`src/rtl/x128p_pkg.sv`:
```
// Package: constants and types for the xorshift128+ generator
`timescale 1ns / 1ps
package x128p_pkg;
  localparam int WordW = 64;
  localparam int ShiftA = 23;
  localparam int ShiftB = 18;
  localparam int ShiftC = 5;
  localparam int UnitDrop = 11;
  localparam int UnitBits = 53;
  localparam logic [WordW-1:0] SeedFirstRst = 64'd1;
  localparam logic [WordW-1:0] SeedSecondRst = 64'd2;

  localparam logic [1:0] ModeRaw = 2'd0;
  localparam logic [1:0] ModeRange = 2'd1;
  localparam logic [1:0] ModeUnit = 2'd2;

  localparam logic CfgSeedFirst = 1'b0;
  localparam logic CfgSeedSecond = 1'b1;

  typedef enum logic [4:0] {
    ST_IDLE = 5'b00001,
    ST_DIV  = 5'b00010,
    ST_NORM = 5'b00100,
    ST_FIN  = 5'b01000,
    ST_OUT  = 5'b10000
  } state_t;
endpackage

```
`src/rtl/xorshift128plus_generator_unit.sv`:
```
// Top level: xorshift128+ generator with raw, range and unit-double modes
// Range mode runs the radix-2 remainder unit; unit mode normalises by a
// one-bit shift per cycle. One transaction in flight at a time.
// Reset (synchronous, rst_n low) sets seeds to 1 and 2 and loads the state.
`timescale 1ns / 1ps
module xorshift128plus_generator_unit import x128p_pkg::*; (
  input  logic         clk,
  input  logic         rst_n,
  input  logic         in_tvalid,
  output logic         in_tready,
  // [1:0] mode, [65:2] range_low, [129:66] range_high, rest zero
  input  logic [135:0] in_tdata,
  output logic         out_tvalid,
  input  logic         out_tready,
  // [63:0] value
  output logic [63:0]  out_tdata,
  input  logic         cfg_we,
  input  logic         cfg_index,
  input  logic [63:0]  cfg_wdata
);
  localparam int ExpW = 6;

  state_t st_r, st_nxt;
  logic [WordW-1:0] seed0_r, seed1_r, s0_r, s1_r, s0_nxt, s1_nxt;
  logic [WordW-1:0] sum_r, low_r, span_r, res_r, res_nxt, mant_r, mant_nxt;
  logic [1:0] mode_r;
  logic [ExpW-1:0] top_r, top_nxt;
  logic [WordW-1:0] a, nb, sum, span;
  logic div_start, div_done;
  logic [WordW-1:0] div_rem;

  assign a = s0_r ^ (s0_r << ShiftA);
  assign nb = a ^ s1_r ^ (a >> ShiftB) ^ (s1_r >> ShiftC);
  assign sum = nb + s1_r;
  assign span = in_tdata[129:66] - in_tdata[65:2] + 64'd1;

  x128p_divider u_div (
    .clk(clk), .rst_n(rst_n), .start(div_start), .dividend(sum_r),
    .divisor(span_r), .done(div_done), .remainder(div_rem)
  );

  assign in_tready = (st_r == ST_IDLE);
  assign out_tvalid = (st_r == ST_OUT);
  assign out_tdata = res_r;
  assign div_start = (st_r == ST_FIN) && (mode_r == ModeRange) && (span_r != '0);

  always_comb begin
    st_nxt = st_r;
    res_nxt = res_r;
    mant_nxt = mant_r;
    top_nxt = top_r;
    case (st_r)
      ST_IDLE: ;
      ST_FIN: begin
        // sum latched; dispatch on mode
        if (mode_r == ModeRange) begin
          if (span_r == '0) begin
            res_nxt = low_r + sum_r;
            st_nxt = ST_OUT;
          end else begin
            st_nxt = ST_DIV;
          end
        end else if (mode_r == ModeUnit) begin
          mant_nxt = sum_r >> UnitDrop;
          top_nxt = ExpW'(52);
          if ((sum_r >> UnitDrop) == '0) begin
            res_nxt = '0;
            st_nxt = ST_OUT;
          end else begin
            st_nxt = ST_NORM;
          end
        end else begin
          res_nxt = sum_r;
          st_nxt = ST_OUT;
        end
      end
      ST_DIV: begin
        if (div_done) begin
          res_nxt = low_r + div_rem;
          st_nxt = ST_OUT;
        end
      end
      ST_NORM: begin
        if (mant_r[52]) begin
          res_nxt = {1'b0, 11'(1023 - UnitBits) + 11'(top_r), mant_r[51:0]};
          st_nxt = ST_OUT;
        end else begin
          mant_nxt = mant_r << 1;
          top_nxt = top_r - 1'b1;
        end
      end
      ST_OUT: if (out_tready) st_nxt = ST_IDLE;
      default: st_nxt = ST_IDLE;
    endcase
  end

  always_comb begin
    s0_nxt = s0_r;
    s1_nxt = s1_r;
    if (cfg_we) begin
      s0_nxt = (cfg_index == CfgSeedFirst) ? cfg_wdata : seed0_r;
      s1_nxt = (cfg_index == CfgSeedSecond) ? cfg_wdata : seed1_r;
    end else if (in_tvalid && in_tready) begin
      s0_nxt = s1_r;
      s1_nxt = nb;
    end
  end

  always_ff @(posedge clk) begin
    if (!rst_n) begin
      st_r <= ST_IDLE;
      seed0_r <= SeedFirstRst;
      seed1_r <= SeedSecondRst;
      s0_r <= SeedFirstRst;
      s1_r <= SeedSecondRst;
    end else begin
      st_r <= (in_tvalid && in_tready) ? ST_FIN : st_nxt;
      if (cfg_we && cfg_index == CfgSeedFirst) seed0_r <= cfg_wdata;
      if (cfg_we && cfg_index == CfgSeedSecond) seed1_r <= cfg_wdata;
      s0_r <= s0_nxt;
      s1_r <= s1_nxt;
    end
    if (in_tvalid && in_tready) begin
      sum_r <= sum;
      mode_r <= in_tdata[1:0];
      low_r <= in_tdata[65:2];
      span_r <= span;
    end
    res_r <= res_nxt;
    mant_r <= mant_nxt;
    top_r <= top_nxt;
  end
endmodule

```
`src/rtl/x128p_divider.sv`:
```
// Radix-2 restoring remainder unit, one quotient bit per cycle
`timescale 1ns / 1ps
module x128p_divider import x128p_pkg::*; (
  input  logic             clk,
  input  logic             rst_n,
  input  logic             start,
  input  logic [WordW-1:0] dividend,
  input  logic [WordW-1:0] divisor,
  output logic             done,
  output logic [WordW-1:0] remainder
);
  localparam int CntW = $clog2(WordW + 1);

  logic [WordW-1:0] rem_r, rem_nxt, dvd_r, dvd_nxt, dvs_r, dvs_nxt;
  logic [CntW-1:0]  cnt_r, cnt_nxt;
  logic             busy_r, busy_nxt;
  logic [WordW:0]   trial, diff;

  always_comb begin
    rem_nxt = rem_r;
    dvd_nxt = dvd_r;
    dvs_nxt = dvs_r;
    cnt_nxt = cnt_r;
    busy_nxt = busy_r;
    trial = {rem_r, dvd_r[WordW-1]};
    diff = trial - {1'b0, dvs_r};
    if (start) begin
      rem_nxt = '0;
      dvd_nxt = dividend;
      dvs_nxt = divisor;
      cnt_nxt = CntW'(WordW);
      busy_nxt = 1'b1;
    end else if (busy_r) begin
      rem_nxt = diff[WordW] ? trial[WordW-1:0] : diff[WordW-1:0];
      dvd_nxt = {dvd_r[WordW-2:0], 1'b0};
      cnt_nxt = cnt_r - 1'b1;
      if (cnt_r == CntW'(1)) busy_nxt = 1'b0;
    end
  end

  always_ff @(posedge clk) begin
    if (!rst_n) begin
      busy_r <= 1'b0;
      cnt_r <= '0;
    end else begin
      busy_r <= busy_nxt;
      cnt_r <= cnt_nxt;
    end
    rem_r <= rem_nxt;
    dvd_r <= dvd_nxt;
    dvs_r <= dvs_nxt;
  end

  assign done = busy_r && (cnt_r == CntW'(1));
  assign remainder = diff[WordW] ? trial[WordW-1:0] : diff[WordW-1:0];
endmodule
```
`config.mk`:
```
export PLATFORM = sky130hd
export DESIGN_NAME = xorshift128plus_generator_unit
export DESIGN_NICKNAME = d
export VERILOG_FILES = /design/src/rtl/x128p_pkg.sv /design/src/rtl/xorshift128plus_generator_unit.sv /design/src/rtl/x128p_divider.sv
export SDC_FILE = /design/constraint.sdc
export NUM_CORES = 2
export LEC_CHECK = 0
export BUFFER_PORTS_ARGS = -buffer_cell sky130_fd_sc_hd__buf_2
export CAP_MARGIN = 20
export CELL_PAD_IN_SITES_DETAIL_PLACEMENT = 1
export CELL_PAD_IN_SITES_GLOBAL_PLACEMENT = 1
export CORE_MARGIN = 2
export CORE_UTILIZATION = 45
export DETAILED_ROUTE_END_ITERATION = 8
export PLACE_DENSITY_LB_ADDON = 0.25
export REMOVE_ABC_BUFFERS = 1
export SLEW_MARGIN = 20
export SYNTH_ARGS = -nofsm -noshare
export SYNTH_HDL_FRONTEND = slang
export SYNTH_SLANG_ARGS = --single-unit
```
`constraint.sdc`:
```
create_clock -name clk -period 17.7 [get_ports clk]
set_clock_uncertainty 0.1 [all_clocks]
set_input_delay 3.54 -clock clk [delete_from_list [all_inputs] [get_ports clk]]
set_output_delay 3.54 -clock clk [all_outputs]
set_load 0.05 [all_outputs]
```
==> flow_summary.yaml <==
placement:
  place_area_mm2: 0.0562
  hpwl_mm: 136
  io_buffer_count: 265
  place.gp.congestion: 0.931
setup_path:
  critPathLaunch: "u_div.dvd_r[63]"
  cp_max_fo: 61
  slowest_delay_ns: 0.84
  crit_slowest_cell: "o31ai_1"
  r2r_slack_ns: 9.06
  start_kind: "register"
  ff2ff_path_depth: 27
  reg2reg_from: "u_div.dvd_r[63]"
  cp_num_cells: 27
  reg2reg_to: "out_tdata[55]"
  crit_end: "out_tdata[55]"
  cp_num_buf_inv: 4
  cp.arrival_ns: 8.92
  path_class: "register to register"
  crit_path_end_kind: "register"
  required_ns: 17.98
  path_delay_family: "compound AO/OA/AOI/OAI gates"
hold_path:
  hp-start: "span_r[16]"
  hold_class: "register to register"
yosys:
  synth_edf_count: 445
  synth.distinct_cells: 92
  syn-cell-area_mm2: 0.0538
  synth-seq-area-share: 0.373
  synth_top_area_frac: 0.249
  ys.flop_type: "edfxtp_1"
  synth-seq-cells: 778
  synth.area.top_cells: "edfxtp_1, dfxtp_1, ha_1"
  synth.most_common_cell: "nand2_1"
  synthTopCellsByCount: "nand2_1, a21oi_1, edfxtp_1"
  syn_inst: 5948
  yosysWarnings: 0
  synth_top_area_cell: "edfxtp_1"
  async_flop_share: 0
  syn_avg_cell_area_um2: 9.04
finish:
  fin_area_mm2: 0.0593
  layout-area-overhead-vs-synth_pct: 10.3
  fin_util: 0.502
  drive_above_1_share: 0.122
  fill_cells: 13600
  fin_nets: 6642
  regArea_mm2: 0.0200
  multi_input_area_mm2: 0.0318
floorplanning:
  placeableCoreArea_mm2: 0.118
  die_height_um: 350
  die-area_mm2: 0.122
  die_w_um: 350
  fp-row-count: 126
  io-pin-count: 272
  initial_utilization: 0.455
power_and_ir_drop:
  ir_drop_mv: 0.0856
  total_power_mw: 8.99
  powerDensity_mw_per_mm2: 152
  cellLeakagePower_nw: 24.2
global_route:
  grt_max_degree: 198
  grt_pass1_wl_mm: 276
  first_global_vias: 46400
  track_usage: 0.292
  antenna_found_initial: 3
  grt_overflow: 0
route:
  detail_route.wl_per_cell_um: 23.8
  vias: 45200
  drt-total-wl_mm: 182
  drc_errors: 0
  drtPass1Iterations: 6
  viasPerCell: 5.92
  drt_iter0_drc: 3022
  detail-route-antenna-nets: 0
clock_tree:
  cts.path.max_buffers: 3
  clock_sinks: 778
  cts_made_buffers: 90
  clk_latency_ns: 0.72
  cts_max_level: 3
  cts_setup_buffers: 0
  cts_root_buffer: "clkbuf_16"
  cts_tree: "done"
  clk_pin_slew_worst_paths_ns: 0.06
  cts_resized: 0
  cts-hold-fix-buffers: 0
timing:
  period_needed_ns: 8.64
  relSlewSlack: 0.243
  maxSlewViolCount: 0
  max_freq_mhz: 116
  post-route-period-util: 0.488
  finalHoldViolCount: 0
  tns_ns: 0
  setup_viol: 0
  rsz0062_at_grt: "false"
  tightest_slew_ns: 1.12
status:
  outcome: "finished clean"
flow_run:
  cap_violations: 0
how the worst min path moves through the flow:
stage	to	slack, ns	cells after the start
final	u_div.dvs_r[16]	0.35	0
after global routing	u_div.dvs_r[37]	0.36	0
after CTS	u_div.dvs_r[16]	0.35	0
after detailed placement	u_div.dvs_r[21]	0.34	0
after global placement	u_div.dvs_r[37]	0.33	0
after floorplan	u_div.dvs_r[0]	0.33	0
per-layer routing:
layer | up-vias | track usage | share of wire
met3 | 263 | 0.0274 | 0.039
met1 | 22400 | 0.391 | 0.45
met2 | 1035 | 0.492 | 0.47
met4 | 0 | 0.0983 | 0.035
li1 | 21500 | - | -
met5 | - | 0 | 0
placed cells by master (no fill, tap or decap), drive strengths merged, types with 242 or more instances in the layout:
| master | instances |
|---|---|
| a21oi | 551 |
| buf | 303 |
| dfxtp | 333 |
| edfxtp | 445 |
| ha | 398 |
| mux2 | 242 |
| nand2 | 872 |
| nor2 | 280 |
| o21ai | 302 |
| xnor2 | 354 |
power breakdown:
group          switching, mW  internal [mW]  total, mW
Clock                  0.825           1.13       1.95
Sequential             0.378           2.32       2.69
Combinational           2.71           1.63       4.34
logic make-up after synthesis:
family / Yosys count / share of synthesized area
mux: 344 / 0.0697
buf+inv: 537 / 0.0378
flops: 778 / 0.373
fa+ha+maj: 403 / 0.0945
compound gates: 1611 / 0.190
simple gates: 1758 / 0.151
xor+xnor: 517 / 0.0842
final cells by class:
type | instances | area share
Multi-Input combinational cell | 4633 | 0.536
Sequential cell | 778 | 0.338
Clock buffer | 119 | 0.0432
Tap cell | 1536 | 0.0324
Timing Repair Buffer | 303 | 0.0276
Inverter | 227 | 0.0145
Clock inverter | 44 | 0.00867
Antenna cell | 1 | 0.0000422
state kept, by name, indices dropped and copies added, names as in the netlist:
name and flops:
mode_r 2, low_r 64, seed1_r 64, sum_r 64, u_div.dvs_r 64, u_div.rem_r 64, out_tdata 64, s0_r 64
seed0_r 64, span_r 64, top_r 6, mant_r 53, u_div.dvd_r 64, st_r 5, u_div.cnt_r 7, s1_r 64
u_div.busy_r 1
stage by stage:
step | setup slack [ns] | std cells | hold WS, ns
CTS | 9.16 | 7640 | 0.353
detailed placement | 9.17 | 7477 | 0.341
finish | 9.06 | 7641 | 0.351
global route | 8.60 | 7640 | 0.362
floorplan | 1.79 | 5638 | 0.327
global placement | 9.26 | 7477 | 0.332
No activity file was read; power rests on OpenSTA's default activity.
